$ cat src/sv/rfft_pkg.sv
// rfft_pkg: shared constants and types for the radix-2 fft frame block
// depends on nothing; imported by rfft_front, rfft_core and radix2_fft_frame
`timescale 1ns / 1ps

package rfft_pkg;

  localparam int unsigned POINTS_DEF = 1024;
  localparam int unsigned TWB_DEF    = 18;
  localparam int unsigned SAMPLE_W   = 16;
  localparam int unsigned BIN_W      = 27;
  localparam int unsigned INDEX_W    = 10;

  typedef enum logic {
    CMD_PUSH = 1'b0,
    CMD_PULL = 1'b1
  } cmd_e;

  typedef struct packed {
    cmd_e                        op;
    logic signed [SAMPLE_W-1:0]  re;
    logic signed [SAMPLE_W-1:0]  im;
  } cmd_t;

endpackage

$ cat src/sv/rfft_front.sv
// rfft_front: accepts input transactions, classifies them and queues them
// depends on rfft_pkg
`timescale 1ns / 1ps

module rfft_front
  import rfft_pkg::*;
(
  input  logic                       clk_i,
  input  logic                       rst_ni,
  input  logic                       in_valid_i,
  output logic                       in_stall_o,
  input  logic                       action_i,
  input  logic signed [SAMPLE_W-1:0] sample_re_i,
  input  logic signed [SAMPLE_W-1:0] sample_im_i,
  output logic                       cmd_valid_o,
  output cmd_t                       cmd_o,
  input  logic                       cmd_pop_i
);

  cmd_t       fifo_q [2];
  logic       wr_ptr_q, wr_ptr_d;
  logic       rd_ptr_q, rd_ptr_d;
  logic [1:0] cnt_q, cnt_d;
  logic       push, pop;
  cmd_t       cmd_in;

  assign in_stall_o  = (cnt_q == 2'd2);
  assign cmd_valid_o = (cnt_q != 2'd0);
  assign cmd_o       = fifo_q[rd_ptr_q];
  assign push        = in_valid_i & ~in_stall_o;
  assign pop         = cmd_pop_i & cmd_valid_o;

  always_comb begin
    cmd_in.op = (action_i == CMD_PULL) ? CMD_PULL : CMD_PUSH;
    cmd_in.re = sample_re_i;
    cmd_in.im = sample_im_i;
  end

  always_comb begin
    wr_ptr_d = push ? ~wr_ptr_q : wr_ptr_q;
    rd_ptr_d = pop ? ~rd_ptr_q : rd_ptr_q;
    cnt_d    = cnt_q + 2'(push) - 2'(pop);
  end

  always_ff @(posedge clk_i or negedge rst_ni) begin
    if (!rst_ni) begin
      wr_ptr_q <= 1'b0;
      rd_ptr_q <= 1'b0;
      cnt_q    <= 2'd0;
    end else begin
      wr_ptr_q <= wr_ptr_d;
      rd_ptr_q <= rd_ptr_d;
      cnt_q    <= cnt_d;
    end
  end

  always_ff @(posedge clk_i) begin
    if (push) begin
      fifo_q[wr_ptr_q] <= cmd_in;
    end
  end

endmodule

$ cat config.mk
export PLATFORM = sky130hd
export DESIGN_NAME = rfft_front
export DESIGN_NICKNAME = d
export VERILOG_FILES = /design/src/sv/rfft_pkg.sv /design/src/sv/rfft_front.sv
export SDC_FILE = /design/constraint.sdc
export NUM_CORES = 1
export LEC_CHECK = 0
export ABC_CLOCK_PERIOD_IN_PS = 6800
export BUFFER_PORTS_ARGS = -buffer_cell sky130_fd_sc_hd__buf_4
export CORE_ASPECT_RATIO = 0.75
export CORE_MARGIN = 4
export CORE_UTILIZATION = 45
export DETAILED_ROUTE_END_ITERATION = 6
export PLACE_DENSITY = 0.7
export SLEW_MARGIN = 20
export SYNTH_ARGS = -nofsm -noshare
export SYNTH_HDL_FRONTEND = slang
export SYNTH_SLANG_ARGS = --single-unit
$ cat constraint.sdc
create_clock -name clk_i -period 6.8 [get_ports clk_i]
set_clock_uncertainty 0.05 [all_clocks]
set_input_delay 1.36 -clock clk_i [delete_from_list [all_inputs] [get_ports clk_i]]
set_output_delay 1.36 -clock clk_i [all_outputs]
set_load 0.005 [all_outputs]
# Word-level counts from Yosys, hierarchy flattened
# Memory sizes are Yosys's and may differ from the RTL's.
# Index checks and enable logic that the tools add are counted.
# op_classes
n_reduce_logical	1
eq_ne	1
n_mux	3
n_bitwise	5
n_addsub	2
# ops
op	count
$mux W1	3
$not A1 Y1	3
$add A2 B1 Y2	1
$and A1 B1 Y1	2
$eq A2 B2 Y1 const B	1
$reduce_bool A2 Y1	1
$sub A2 B1 Y2	1
# totals
ramBits	66
regBits	4
n_memories	1
inputBits	37
out_inout_bits	35
word_cells	16
# memory_table
name	depth	width	read_ports	rd_clocked_by_memory_dff	wr	line	rtl
fifo_q	2	33	1	0	1	rfft_front.sv:20	cmd_t fifo_q [2];

# Longest topological paths before layout
# depth
word_depth	5
depth_mapped	7
mapped_depth_nobuf	7

# Least setup slack after synthesis
# No wires, ideal clock.
# synth_timing
path_kind	input port to flip-flop
start	in in_valid_i
end	mem fifo_q[0][0] (netlist name) (enable)
cell_stages	2
path_buffers	0
arrival_ps	2849
required_time_ps	6327
setup_slack_ps	3478
cell_sequence	nand2_1 -> nor2_1
# synth_via
elab_chain_len	3
# synth_rtl
item	line	rtl
start, declared	rfft_front.sv:10	input logic in_valid_i,
$and A1 B1 Y1	rfft_front.sv:30	assign push = in_valid_i & ~in_stall_o;
$mux W1	rfft_front.sv:58	if (push) begin
$mux W1 (implied by the code)	rfft_front.sv:59	fifo_q[wr_ptr_q] <= cmd_in;
end, declared	rfft_front.sv:20	
# Every way passes these cells.

==> metrics.md <==
| Metric | Value |
|---|---|
| Die H | `about 75 µm` |
| Slowest cell on the critical path | `dfrtp_2` |
| Syn Inst Count | `roughly 120` |
| GRT Util Overall | `a little over an eighth` |
| Clk_lat worst skew | `around 330 ps` |
| Clk sinks | `70` |
| Nets | `approximately 240` |
| Buf/Inv on CP | `1` |
| Max cap viols | `0` |
| H-tree levels | `3` |
| Max-slew violations | `0` |
| Start point of the worst hold path | `cnt_q[0]$_DFF_PN0_` |
| CP Launch Point | `rd_ptr_q$_DFFE_PN0P_` |
| CTS tree | `yes` |
| Metal-1 WL | `about 1.9 mm` |
| Syn Nets | `160` |
| Hpwl dp | `3.24 mm` |
| Critical Path AT | `1940 ps` |
| Peak supply drop | `about 240 µV` |
| Seq/Total Area, Yosys | `between 70% and 80%` |
| Die Wd | `between 90 and 100 µm` |
| Critical path's top delay family | `flip-flops` |
| Register bit count reported by yosys | `70` |
| Number of global-route vias before repair | `between 1k and 1.5k` |
| # DRC | `0` |
| Reg2Reg Launch Point | `cnt_q[1]$_DFF_PN0_` |
| Final period util | `roughly 50%` |
| CP Capture Point | `cmd_o[0]` |
| Fill cell count | `458` |
| Worst Max-Slew Pin Slew | `between 1000 and 1500 ps` |
| Die area | `roughly 0.0073 mm²` |
| Largest net degree at the start of global routing | `35` |
| WP depth | `2` |
| Hold_ws | `approximately 480 ps` |
| Postcts setup bufs | `0` |
| Hold Vio Cnt, Final | `0` |
| LEAKAGE | `1.39 nW` |
| Initial antenna violation count | `0` |
| RSZ-0062 raised after global routing | `false` |
| # rows | `24` |
| Max transition margin | `between 30% and 40%` |
| Proportion of layout cells with a drive suffix above 1 | `57.6%` |
| WL met3 | `412 µm` |
| Max Buffers Root-to-Sink | `2` |
| Worst setup EP type | `output port` |
| Reg2Reg Depth | `3` |
| Via Count | `about 1.3k` |
| Port Buf Inserts | `between 70 and 80` |
| Reg2Reg Capture Point | `fifo_q[1][24]$_DFFE_PP_` |
| Fmax | `around 300 MHz` |
| CP Class | `flop to output port` |
| Fin Setup TNS | `0 ps` |
| Crit Path Max Fanout | `34` |
| Setup WS post-layout | `3450 ps` |
| Post_cts resized | `0` |
| Boundary pin count | `72` |
| WP data required | `5390 ps` |
| Top sig layer | `met4` |
| CORE AREA | `~0.0058 mm²` |
| Commonest non-fill, non-tap cell in the layout | `buf_4` |
| First-pass GRT wire length | `7.00 mm` |
| Mapped cell area | `0.00271 mm²` |
| CP max stage delay | `around 1000 ps` |
| Avg Cell Area, Syn | `22.4 µm²` |
| GPL Wtd Cong | `0.655` |
| Post-route ant nets | `0` |
| Initial Util | `46.5%` |
| Syn-to-layout area delta | `27.5%` |
| Commonest cells after routing, fill and taps aside | `72 x buf_4, 66 x edfxtp_1, 29 x mux2_4` |
| Final min period | `about 3300 ps` |
| Grt ovf | `0` |
| Root Buffer | `clkbuf_8` |
| DR WL/cell | `16.3 µm` |
| Cell Chain, Critical Path | `mux2_2 > buf_4` |
| Setup WS pre-CTS | `~3800 ps` |
| Synth warn | `0` |
| Vias/cell | `4.72` |
| Final setup viols | `0` |
| First-pass iteration count of the detailed router | `4` |
| Iteration-0 DRC Markers | `53` |
| Flop2flop setup slack | `approximately 4800 ps` |
| Inserted Diodes | `0` |
| Crit start category | `flop` |
| Power per cell area | `around 400 mW/mm²` |
| Clock Pin Slew Worst Setup and Hold Paths | `about 60 ps` |
| CTS Hold Bufs | `0` |
| Netlist cell types | `15` |
| Drt total wl | `about 4.6 mm` |
| Tightest Hold Check Type | `flop to flop` |
| Num CTS Buffers | `9` |
| Status | `completed` |
| DR WL met2 | `2.26 mm` |
-- cell families after synthesis --
group,synth area share [%]
buffers and inverters,1.94
and+or+nand+nor,1.29
DFF,76.8
xor gates and xnor gates,1.29
adders and majority gates,0.923
muxes,17.7
-- worst min-delay path by stage --
stage                                 to  slack, ps  cells after the start
floorplan           wr_ptr_q$_DFFE_PN0N_        410                      1
global placement      cnt_q[0]$_DFF_PN0_        440                      1
detailed placement    cnt_q[0]$_DFF_PN0_        470                      1
CTS                   cnt_q[0]$_DFF_PN0_        480                      1
global route          cnt_q[0]$_DFF_PN0_        520                      1
finish                cnt_q[0]$_DFF_PN0_        480                      1
-- registers in the layout, indices dropped and copies added (netlist names) --
register  cells
rd_ptr_q      1
wr_ptr_q      1
cnt_q         2
fifo_q       66
-- final cells by class --
cell class | count | area [µm²] | share of cell area, %
repair buffers | 72 | 541 | 15.6
flip-flops and latches | 70 | 2080 | 60.3
clock inverters | 5 | 18.8 | 0.543
well taps | 78 | 97.6 | 2.83
multi-input cells | 45 | 583 | 16.9
inverters | 2 | 7.51 | 0.217
clock buffers | 9 | 124 | 3.59
-- Yosys cell counts --
cell | instances | share of area, %
and2_4 | 1 | 0.32
and3_1 | 1 | 0.23
buf_6 | 4 | 1.7
dfrtp_1 | 4 | 3.7
edfxtp_1 | 66 | 73
ha_1 | 2 | 0.92
inv_1 | 2 | 0.28
mux2_2 | 4 | 1.7
mux2_4 | 29 | 16
nand2_1 | 1 | 0.14
nand2b_1 | 1 | 0.23
nor2_1 | 1 | 0.14
or2_1 | 1 | 0.23
xnor2_1 | 3 | 0.97
xor2_1 | 1 | 0.32
-- power by group --
group          switching (mW)  leakage (nW)  total [mW]  internal (mW)
clock                   0.127        0.0725       0.249          0.122
sequential             0.0802         0.659       0.673          0.593
combinational           0.158         0.659       0.452          0.294
-- per-stage QoR --
stage	cells	power (mW)	util (%)	cell area (µm²)
final	281	1.37	59.3	3450
after global routing	281	1.45	59.3	3450
after CTS	281	1.40	59.3	3450
after detailed placement	267	1.15	56.9	3310
after global placement	267	1.12	56.9	3310
after floorplan	121	0.940	-	2710
-- per-layer routing --
| metal | track usage, % | vias to the layer above |
|---|---|---|
| met4 | 3.99 | 0 |
| met2 | 21.7 | 59 |
| met1 | 14.3 | 641 |
| met5 | 0 | - |
| li1 | - | 619 |
| met3 | 7.69 | 6 |
No activity file was read; power rests on OpenSTA's default activity.
